<file path="src/hw/rtl/hcmd_pkg.sv">
// Package for the HUI control message decoder.
// Word types, message kinds, event codes and controller constants.
// No dependencies.
`default_nettype none

package hcmd_pkg;

   // message kinds on the request word
   localparam logic [1:0] MODE_NOTE_ON   = 2'd0;
   localparam logic [1:0] MODE_POLY_PRES = 2'd1;
   localparam logic [1:0] MODE_CTRL_CHG  = 2'd2;

   // controller groups (upper three bits of the controller number)
   localparam logic [2:0] GRP_FADER_MSB = 3'h0;
   localparam logic [2:0] GRP_VPOT      = 3'h1;
   localparam logic [2:0] GRP_FADER_LSB = 3'h2;

   localparam logic [6:0] CC_ZONE_SELECT = 7'h0C;
   localparam logic [6:0] CC_PORT_SWITCH = 7'h2C;

   typedef enum logic [2:0] {
      EV_VU        = 3'd0,
      EV_FADER     = 3'd1,
      EV_VPOT      = 3'd2,
      EV_LED       = 3'd3,
      EV_BAD_NOTE  = 3'd4,
      EV_UNP_MSB   = 3'd5,
      EV_UNP_LSB   = 3'd6,
      EV_UNHANDLED = 3'd7
   } event_type;

   typedef struct packed {
      logic [1:0] mode;
      logic [6:0] number;
      logic [6:0] value;
   } req_word_type;

   typedef struct packed {
      logic [2:0] event_res;
      logic [6:0] index;
      logic       flag;
      logic [6:0] zone;
      logic [9:0] level;
   } rsp_word_type;

endpackage

`default_nettype wire

</file>
<file path="src/hw/rtl/hcmd_decode.sv">
// Message decode logic and the decoder's persistent state
// (LED zone, fader halves and pairing marks). Uses hcmd_pkg.
`default_nettype none

module hcmd_decode (
   input  wire logic                 clock,
   input  wire logic                 reset,
   input  wire logic                 fire,
   input  wire hcmd_pkg::req_word_type word,
   output logic                      has_result,
   output hcmd_pkg::rsp_word_type    result
);
   import hcmd_pkg::*;

   logic [6:0] led_zone_ff, led_zone_in;
   logic [3:0] fader_number_ff, fader_number_in;
   logic [6:0] high_part_ff, high_part_in;
   logic [6:0] low_part_ff, low_part_in;
   logic       high_waiting_ff, high_waiting_in;
   logic       low_waiting_ff, low_waiting_in;

   logic [9:0] position;

   // position from the halves as they stand after this message
   assign position = {high_part_in, 3'b000} + {7'd0, low_part_in[6:4]};

   always_comb begin
      led_zone_in     = led_zone_ff;
      fader_number_in = fader_number_ff;
      high_part_in    = high_part_ff;
      low_part_in     = low_part_ff;
      high_waiting_in = high_waiting_ff;
      low_waiting_in  = low_waiting_ff;
      has_result      = 1'b0;
      result          = '0;
      result.index    = word.number;
      result.level    = {3'd0, word.value};

      unique case (word.mode)
         MODE_NOTE_ON: begin
            // all-zero note is the ping
            has_result       = (word.number != 7'd0) || (word.value != 7'd0);
            result.event_res = EV_BAD_NOTE;
         end
         MODE_POLY_PRES: begin
            has_result       = 1'b1;
            result.event_res = EV_VU;
            result.flag      = word.value[4];
            result.level     = {6'd0, word.value[3:0]};
         end
         MODE_CTRL_CHG: begin
            unique case (word.number[6:4])
               GRP_FADER_MSB: begin
                  if (word.number == CC_ZONE_SELECT) begin
                     led_zone_in = word.value;
                  end else begin
                     high_part_in    = word.value;
                     fader_number_in = word.number[3:0];
                     if (high_waiting_ff) begin
                        low_waiting_in   = 1'b0;
                        has_result       = 1'b1;
                        result.event_res = EV_UNP_MSB;
                        result.index     = {3'd0, fader_number_ff};
                     end else if (low_waiting_ff) begin
                        low_waiting_in   = 1'b0;
                        has_result       = 1'b1;
                        result.event_res = EV_FADER;
                        result.index     = {3'd0, word.number[3:0]};
                        result.level     = position;
                     end else begin
                        high_waiting_in = 1'b1;
                     end
                  end
               end
               GRP_VPOT: begin
                  has_result       = 1'b1;
                  result.event_res = EV_VPOT;
                  result.index     = {3'd0, word.number[3:0]};
               end
               GRP_FADER_LSB: begin
                  if (word.number == CC_PORT_SWITCH) begin
                     has_result       = 1'b1;
                     result.event_res = EV_LED;
                     result.index     = {3'd0, word.value[3:0]};
                     result.flag      = word.value[6];
                     result.zone      = led_zone_ff;
                     result.level     = '0;
                  end else begin
                     low_part_in     = word.value;
                     fader_number_in = word.number[3:0];
                     if (low_waiting_ff) begin
                        high_waiting_in  = 1'b0;
                        has_result       = 1'b1;
                        result.event_res = EV_UNP_LSB;
                        result.index     = {3'd0, fader_number_ff};
                     end else if (high_waiting_ff) begin
                        high_waiting_in  = 1'b0;
                        has_result       = 1'b1;
                        result.event_res = EV_FADER;
                        result.index     = {3'd0, word.number[3:0]};
                        result.level     = position;
                     end else begin
                        low_waiting_in = 1'b1;
                     end
                  end
               end
               default: begin
                  has_result       = 1'b1;
                  result.event_res = EV_UNHANDLED;
               end
            endcase
         end
         default: begin
            // unused kind: dropped, state untouched
         end
      endcase
   end

   always_ff @(posedge clock) begin
      if (reset) begin
         led_zone_ff     <= '0;
         fader_number_ff <= '0;
         high_part_ff    <= '0;
         low_part_ff     <= '0;
         high_waiting_ff <= 1'b0;
         low_waiting_ff  <= 1'b0;
      end else if (fire) begin
         led_zone_ff     <= led_zone_in;
         fader_number_ff <= fader_number_in;
         high_part_ff    <= high_part_in;
         low_part_ff     <= low_part_in;
         high_waiting_ff <= high_waiting_in;
         low_waiting_ff  <= low_waiting_in;
      end
   end

`ifndef ASSERT_OFF
   // at most one fader half is ever left waiting
   a_one_half_waits: assert property (@(posedge clock) disable iff (reset)
      !(high_waiting_ff && low_waiting_ff))
      else $error("both fader halves marked waiting");

   // a paired position always clears both marks
   a_pair_clears: assert property (@(posedge clock) disable iff (reset)
      fire && has_result && (result.event_res == EV_FADER)
      |=> !high_waiting_ff && !low_waiting_ff)
      else $error("fader pair left a half waiting");
`endif

endmodule

`default_nettype wire

</file>
<file path="src/hw/rtl/hui_control_message_decoder.sv">
// HUI control message decoder: top level with input and result registers.
// Depends on hcmd_pkg and hcmd_decode.
//
// Usage:
//   req channel carries one MIDI channel-voice message per word (mode,
//   number, value). A word is taken at a rising edge with req_valid high
//   and req_stall low.
//   rsp channel carries one decoded event per word (event_res, index, flag,
//   zone, level), taken at a rising edge with rsp_valid high and rsp_stall
//   low. Messages that decode to nothing (ping, zone select, the first
//   fader half, unused kind) produce no rsp word.
//   Path: an accepted word passes the input register, the decode logic and
//   the result register before its result is on rsp; rsp_stall can hold it
//   in either register.
//   Throughput: one word per cycle while no result word is stalled on rsp,
//   set by the single decode pass between the input and result registers.
//   Stall: while the result register holds a word that is stalled, the
//   input register keeps its word and req_stall rises once the input
//   register is full; a word that yields no result still waits for the
//   result stage to be free so that state updates stay in order.
//   Reset (synchronous, active high) empties both registers and clears the
//   LED zone, fader number, fader halves and pairing marks.
`default_nettype none

module hui_control_message_decoder (
   input  wire logic                 clock,
   input  wire logic                 reset,
   input  wire logic                 req_valid,
   output logic                      req_stall,
   input  wire hcmd_pkg::req_word_type req_word,
   output logic                      rsp_valid,
   input  wire logic                 rsp_stall,
   output hcmd_pkg::rsp_word_type    rsp_word
);
   import hcmd_pkg::*;

   // input register
   logic         s1_valid_ff, s1_valid_in;
   req_word_type s1_word_ff;

   // result register
   logic         s2_valid_ff, s2_valid_in;
   rsp_word_type s2_word_ff;

   logic         s1_adv;      // input word is decoded this cycle
   logic         req_accept;
   logic         rsp_accept;
   logic         dec_has_result;
   rsp_word_type dec_result;

   assign rsp_accept = s2_valid_ff && !rsp_stall;
   // result stage is free, or frees up this cycle
   assign s1_adv     = s1_valid_ff && (!s2_valid_ff || !rsp_stall);
   assign req_stall  = s1_valid_ff && !s1_adv;
   assign req_accept = req_valid && !req_stall;

   hcmd_decode u_decode (
      .clock      (clock),
      .reset      (reset),
      .fire       (s1_adv),
      .word       (s1_word_ff),
      .has_result (dec_has_result),
      .result     (dec_result)
   );

   always_comb begin
      s1_valid_in = s1_valid_ff;
      if (req_accept) begin
         s1_valid_in = 1'b1;
      end else if (s1_adv) begin
         s1_valid_in = 1'b0;
      end
   end

   always_comb begin
      s2_valid_in = s2_valid_ff;
      if (s1_adv && dec_has_result) begin
         s2_valid_in = 1'b1;
      end else if (rsp_accept) begin
         s2_valid_in = 1'b0;
      end
   end

   always_ff @(posedge clock) begin
      if (reset) begin
         s1_valid_ff <= 1'b0;
         s2_valid_ff <= 1'b0;
      end else begin
         s1_valid_ff <= s1_valid_in;
         s2_valid_ff <= s2_valid_in;
      end
   end

   // payload registers, no reset
   always_ff @(posedge clock) begin
      if (req_accept) begin
         s1_word_ff <= req_word;
      end
      if (s1_adv && dec_has_result) begin
         s2_word_ff <= dec_result;
      end
   end

   assign rsp_valid = s2_valid_ff;
   assign rsp_word  = s2_word_ff;

`ifndef ASSERT_OFF
   // the input side only stalls when a word is parked in the input register
   a_stall_needs_word: assert property (@(posedge clock) disable iff (reset)
      req_stall |-> s1_valid_ff && s2_valid_ff && rsp_stall)
      else $error("req_stall without a blocked input word");

   // a stalled result is never overwritten by a new decode
   a_no_overwrite: assert property (@(posedge clock) disable iff (reset)
      s2_valid_ff && rsp_stall |-> !s1_adv)
      else $error("decode advanced into a stalled result register");

   // a result taken with nothing behind it leaves the output empty
   a_drain: assert property (@(posedge clock) disable iff (reset)
      rsp_accept && !s1_valid_ff |=> !rsp_valid)
      else $error("result repeated after it was taken");
`endif

endmodule

`default_nettype wire
</file>
<file path="config.mk">
export PLATFORM = sky130hd
export DESIGN_NAME = hui_control_message_decoder
export DESIGN_NICKNAME = d
export VERILOG_FILES = /design/src/hw/rtl/hcmd_pkg.sv /design/src/hw/rtl/hcmd_decode.sv /design/src/hw/rtl/hui_control_message_decoder.sv
export SDC_FILE = /design/constraint.sdc
export NUM_CORES = 1
export LEC_CHECK = 0
export BUFFER_PORTS_ARGS = -buffer_cell sky130_fd_sc_hd__buf_2
export CORE_ASPECT_RATIO = 0.7
export CORE_MARGIN = 8
export CORE_UTILIZATION = 45
export CTS_CLUSTER_DIAMETER = 150
export DETAILED_ROUTE_END_ITERATION = 16
export PLACE_DENSITY = 0.66
export SLEW_MARGIN = 20
export SYNTH_ARGS = -nofsm -noshare
export SYNTH_HDL_FRONTEND = slang
export SYNTH_SLANG_ARGS = --single-unit
</file>
<file path="constraint.sdc">
create_clock -name clock -period 9.75 [get_ports clock]
set_clock_uncertainty 0.1 [all_clocks]
set_input_delay 1.4625 -clock clock [delete_from_list [all_inputs] [get_ports clock]]
set_output_delay 1.4625 -clock clock [all_outputs]
set_load 0.02 [all_outputs]
</file>
==> metrics, run 1 <==
clk sink count 69; vias in the first global route 2180; Post-Syn Area 0.00317 sq mm; layout cell share with drive strength beyond 1 0.237; Antenna Nets Post-Route 0; Pre-Repair DR Iteration Count 6; Synth area leaders edfxtp_1 (42%), dfxtp_1 (16%), mux2i_1 (9.5%); asr flop ratio synth 0; Hold Buf Count CTS 0; status finished clean; Tot GR Track Use 0.150; FF+latch count, synth 69; min Tclk post-route 3500 ps; power consumption 0.638 mW; Final Max Tran Viols 0; clock slew at reported path FFs 70 ps; final WL 7.09 mm; reg2reg path depth 6; Fmax achieved 0.286 GHz; via count 2228; clock buffer depth 2; CP Class input port to output pin; CP startpoint kind input port; CP Capture Type output pin; post-synth top area cell edfxtp_1; Initial Utilization 0.468; # rows 25; Final Cycle Share 0.359; Area Overhead vs Synth 17.0%; setup violators final 0; worst min path class flop to flop; worst-path fanout max 3; max-cap violation count 0; CTS tree yes; H-tree depth 3; Root Buffer clkbuf_8; Warnings, synthesis 0; RSZ-0062 raised after global routing no; Via density 5.37; post-synthesis sequential area ratio 0.574; R2R Setup Slk 7180 ps; capturing point of the worst reg2reg path rsp_word[18]; Leak Pwr 1.38 nW; CTS Buf Count 9; Final Hold Viols 0; CORE AREA 0.00679 sq mm; clk_lat worst skew 350 ps; Post-synth EDFFs 44; setup TNS 0 ps; Die Y 86.3 um; R2R Path Start s1_word_ff[14]; Net Count, Synth 296; Hold Path End u_decode.led_zone_ff[5]; Most used DFF post-synth edfxtp_1; initial antenna violation count 0; die area 0.0100 sq mm; Arrival @ worst endpoint 1940 ps; Cells after Synth 272; syn_area_per_cell 11.7 sq um; Peak supply drop 0.0749 mV; max_slew headroom 0.346; Post-CTS Resized 0; Routability Congestion 0.919; IO buf count 49; first-pass GRT wire length 11.3 mm; initial detailed-routing violation count 173; cell repeated most along the worst path buf_2; Min-Delay Startpoint u_decode.led_zone_ff[5]; Wirelength per Cell 17.1 um; worst-margin pin slew 975 ps; gr ovfl total 0; Synth top area share 0.416; Hold Path Depth 2; Crit path required time 8190 ps; cell type of the slowest stage on the worst timing path and3_1; crit-path max cell delay 200 ps; nets 340; DRC viols 0; Yosys cell types 45; worst-path cell chain buf_2 -> and3_1 -> buf_2; P per Cell Area 172 mW/mm^2; largest net degree at the start of global routing 29; ant diodes 0; DIE WIDTH 116 um; post-DP HPWL 5.02 mm; Post-CTS Setup Inserts 0; Top Ports 50; final core occ 0.547
-- cells in the mapped netlist, types with 2 or more instances --
| cell | instances |
|---|---|
| edfxtp_1 | 44 |
| nor2_1 | 31 |
| mux2i_1 | 30 |
| dfxtp_1 | 25 |
| clkbuf_1 | 12 |
| inv_1 | 10 |
| a21oi_1 | 9 |
| nand2_1 | 9 |
| nor3_1 | 9 |
| and2_1 | 8 |
| o21ai_0 | 7 |
| buf_2 | 6 |
| nand2b_1 | 5 |
| nor2b_1 | 5 |
| o22ai_1 | 5 |
| a31oi_1 | 4 |
| ha_1 | 4 |
| nor3b_1 | 4 |
| nor4_1 | 4 |
| o2bb2ai_1 | 4 |
| a211oi_1 | 3 |
| a22oi_1 | 3 |
| a41oi_1 | 3 |
| mux2_2 | 3 |
| a21o_1 | 2 |
| and3_1 | 2 |
| nand3_1 | 2 |
| nor4_4 | 2 |
-- final cells by class --
| cell class | count | area, sq um |
|---|---|---|
| Clock inverter | 3 | 68.8 |
| Tap cell | 94 | 118 |
| Multi-Input combinational cell | 174 | 1240 |
| Clock buffer | 13 | 159 |
| Fill cell | 614 | 3070 |
| Inverter | 10 | 37.5 |
| Timing Repair Buffer | 52 | 268 |
| Sequential cell | 69 | 1820 |
-- worst max-delay path: cells and delay by family --
family	cells	cell delay, ps
buffers and inverters	2	270
AND/OR/NAND/NOR	1	200
-- layer usage --
metal	wire length [um]	vias to the layer above	global-route usage
li1	-	1086	-
met2	2780	93	0.202
met5	0	-	0
met3	698	10	0.0632
met1	3520	1039	0.203
met4	94	0	0.0610
-- placed cells by master (no fill, tap or decap), types with 4 or more instances in the layout --
master	n
a21oi_1	9
a31oi_1	4
and2_1	8
buf_2	49
clkbuf_8	11
dfxtp_1	25
edfxtp_1	44
ha_1	4
inv_1	10
mux2i_1	30
nand2_1	9
nand2b_1	5
nor2_1	31
nor2b_1	5
nor3_1	9
nor3b_1	4
nor4_1	4
o21ai_0	7
o22ai_1	5
o2bb2ai_1	4
-- stage by stage --
step	hold WS (ps)	cell area, sq um	setup WS [ps]	std cells
after CTS	395	3710	6250	415
after floorplan	352	3170	5190	272
final	394	3710	6250	415
after detailed placement	377	3490	6250	399
after global routing	427	3710	6220	415
after global placement	367	3490	6270	399
-- cells by family (layout without fill, tap and decap cells) --
group	Yosys count	in the layout	synth area share
mux	33	33	0.105
flops	69	69	0.574
fa+ha+maj	4	4	0.0158
compound gates	47	47	0.100
simple gates	90	90	0.166
buf+inv	29	78	0.0390
-- power by group --
part | switching, mW | leakage (nW) | internal, mW
clock network | 0.103 | 0.114 | 0.159
logic | 0.0272 | 0.658 | 0.0170
registers | 0.0107 | 0.610 | 0.321
-- how the worst max path moves through the flow --
stage	start	end	slack [ps]	depth (start not counted)
floorplan	rsp_stall	rsp_word[0]	5190	3
global placement	rsp_stall	req_stall	6270	3
detailed placement	rsp_stall	req_stall	6250	3
CTS	rsp_stall	req_stall	6250	3
global route	rsp_stall	req_stall	6220	3
finish	rsp_stall	req_stall	6250	3
-- sequential cells by signal, indices dropped and copies added (netlist names) --
register / cells
u_decode.low_part_ff: 3
u_decode.fader_number_ff: 4
s1_valid_ff: 1
rsp_valid: 1
u_decode.led_zone_ff: 7
s1_word_ff: 16
u_decode.high_waiting_ff: 1
rsp_word: 28
u_decode.high_part_ff: 7
u_decode.low_waiting_ff: 1
Note: power is estimated with default switching activity, not from simulation.
==> run 2: changes to the inputs <==
Clock period 9.75 ns to 3.5 ns, I/O delays scaled along.
==> run 2 against run 1 <==
  * Critical endpoint is now rsp_word[25]
  * Setup slack got worse by 5400 ps
  * Via count grew 0.94%
  * Non-clock buffer count stayed put
  * Clock power up 140%
  * Largest cell class unchanged
  * Sequential share of layout area increased by 0.50 points
  * Wire length up 2.7%
==> metrics, run 2 (same netlist as run 1, synthesis figures left out) <==
largest net degree at the start of global routing 26 (was 29); FF/Latch Area 0.00182 sq mm (unchanged); Area Overhead vs Synth 15.8% (was 17.0%); Top Ports 50 (unchanged); commonest non-fill, non-tap cell in the layout buf_2 (unchanged); Antenna Nets Post-Route 0 (unchanged); IO buf count 49 (unchanged); Fmax achieved 0.377 GHz; post-route setup slack 845 ps (was 6250 ps); CP Class flop to flop (was input port to output pin); Routability Congestion 0.884 (was 0.919); RSZ-0062 raised after global routing no (unchanged); worst-path fanout max 20 (was 3); max_slew headroom 0.468 (was 0.346); status finished clean (unchanged); layout cell share with drive strength beyond 1 0.237 (unchanged); Final Cycle Share 0.759; setup violators final 0 (unchanged); max-cap violation count 0 (unchanged); area of the multi-input gates 0.00124 sq mm (unchanged); Hold Buf Count CTS 0 (unchanged); ant diodes 0 (unchanged); CP startpoint kind flop (was input port); vias in the first global route 2192 (was 2180); clock slew at reported path FFs 80 ps (was 70 ps); min Tclk post-route 2660 ps; gr ovfl total 0 (unchanged); max reg flops 28 (unchanged); initial antenna violation count 0 (unchanged); CTS tree yes (unchanged); Tot GR Track Use 0.154 (was 0.150); H-tree depth 3 (unchanged); Hold Path Depth 1 (was 2); Final Max Tran Viols 0 (unchanged); Post-CTS Resized 0 (unchanged); CTS Buf Count 9 (unchanged); Final Hold Viols 0 (unchanged); Leak Pwr 1.36 nW (was 1.38 nW); clk sink count 69 (unchanged); Wirelength per Cell 17.5 um (was 17.1 um); via count 2249 (was 2228); post-DP HPWL 5.21 mm (was 5.02 mm); DRC viols 0 (unchanged); clock buffer depth 2 (unchanged); Via density 5.42 (was 5.37); DIE WIDTH 116 um (unchanged); Crit path required time 3420 ps (was 8190 ps); # fillers 602 (was 614); reg2reg path depth 6 (unchanged); final WL 7.28 mm (was 7.09 mm); setup TNS 0 ps (unchanged); Peak supply drop 0.353 mV (was 0.0749 mV); initial detailed-routing violation count 213 (was 173); Die Y 86.3 um (unchanged); Initial Utilization 0.468 (unchanged); Post-CTS Setup Inserts 0 (unchanged); first-pass GRT wire length 11.9 mm (was 11.3 mm); Pre-Repair DR Iteration Count 5 (was 6); worst-margin pin slew 793 ps (was 975 ps); # rows 25 (unchanged); clk_lat worst skew 340 ps (was 350 ps); nets 340 (unchanged); final core occ 0.542 (was 0.547); CP Capture Type flop (was output pin); P per Cell Area 455 mW/mm^2 (was 172 mW/mm^2); Root Buffer clkbuf_8 (unchanged); Post-Place Setup Slack 882 ps (was 6250 ps); most frequent cells in the layout buf_2 (49), edfxtp_1 (44), nor2_1 (31), mux2i_1 (30), dfxtp_1 (25) (unchanged); die area 0.0100 sq mm (unchanged); CORE AREA 0.00679 sq mm (unchanged); R2R Setup Slk 840 ps (was 7180 ps); worst min path class input port to flop (was flop to flop); Arrival @ worst endpoint 2580 ps (was 1940 ps)
==> run 2: path summary, 6_finish.rpt <==
path,startpoint,end
min,req_word[13],s1_word_ff[13]
max reg2reg,s1_word_ff[8],rsp_word[25]
min reg2reg,u_decode.led_zone_ff[6],u_decode.led_zone_ff[6]
max,s1_word_ff[8],rsp_word[25]
==> run 2: final cells by class <==
class	instances	share of cell area
multi-input cells	174	0.338
well taps	94	0.0320
flip-flops and latches	69	0.496
inverters	10	0.0102
clock inverters	6	0.0170
repair buffers	52	0.0728
clock buffers	10	0.0347
==> run 2: metrics by stage <==
step / cells / power, mW / instance area (sq um) / hold slack, ps
6_report: 415 / 1.67 / 3680 / 252
5_1_grt: 415 / 1.74 / 3680 / 227
4_1_cts: 415 / 1.68 / 3680 / 240
3_5_place_dp: 399 / 1.06 / 3490 / 377
3_3_place_gp: 399 / 1.06 / 3490 / 366
2_1_floorplan: 272 / 1.01 / 3180 / 352
==> run 2: metal layers <==
layer  vias to the layer above  global-route usage  wire [um]
li1                       1089                   -          -
met1                      1038               0.224       3620
met2                       113               0.209       2880
met3                         9              0.0500        705
met4                         0              0.0469         71
met5                         -                   0          0
==> run 2: power by group <==
group / internal, mW / leakage (nW) / switching (mW)
logic: 0.0472 / 0.658 / 0.0764
registers: 0.894 / 0.610 / 0.0302
clock network: 0.328 / 0.0903 / 0.298
total: 1.27 / 1.36 / 0.405
==> run 2: worst max-delay path, stage by stage, from the launching register on <==
cell and delay [ps]:
edfxtp_1 490, nand4bb_1 240, buf_4 220, mux2i_1 160, o21ai_0 190, a211oi_4 550, buf_4 370
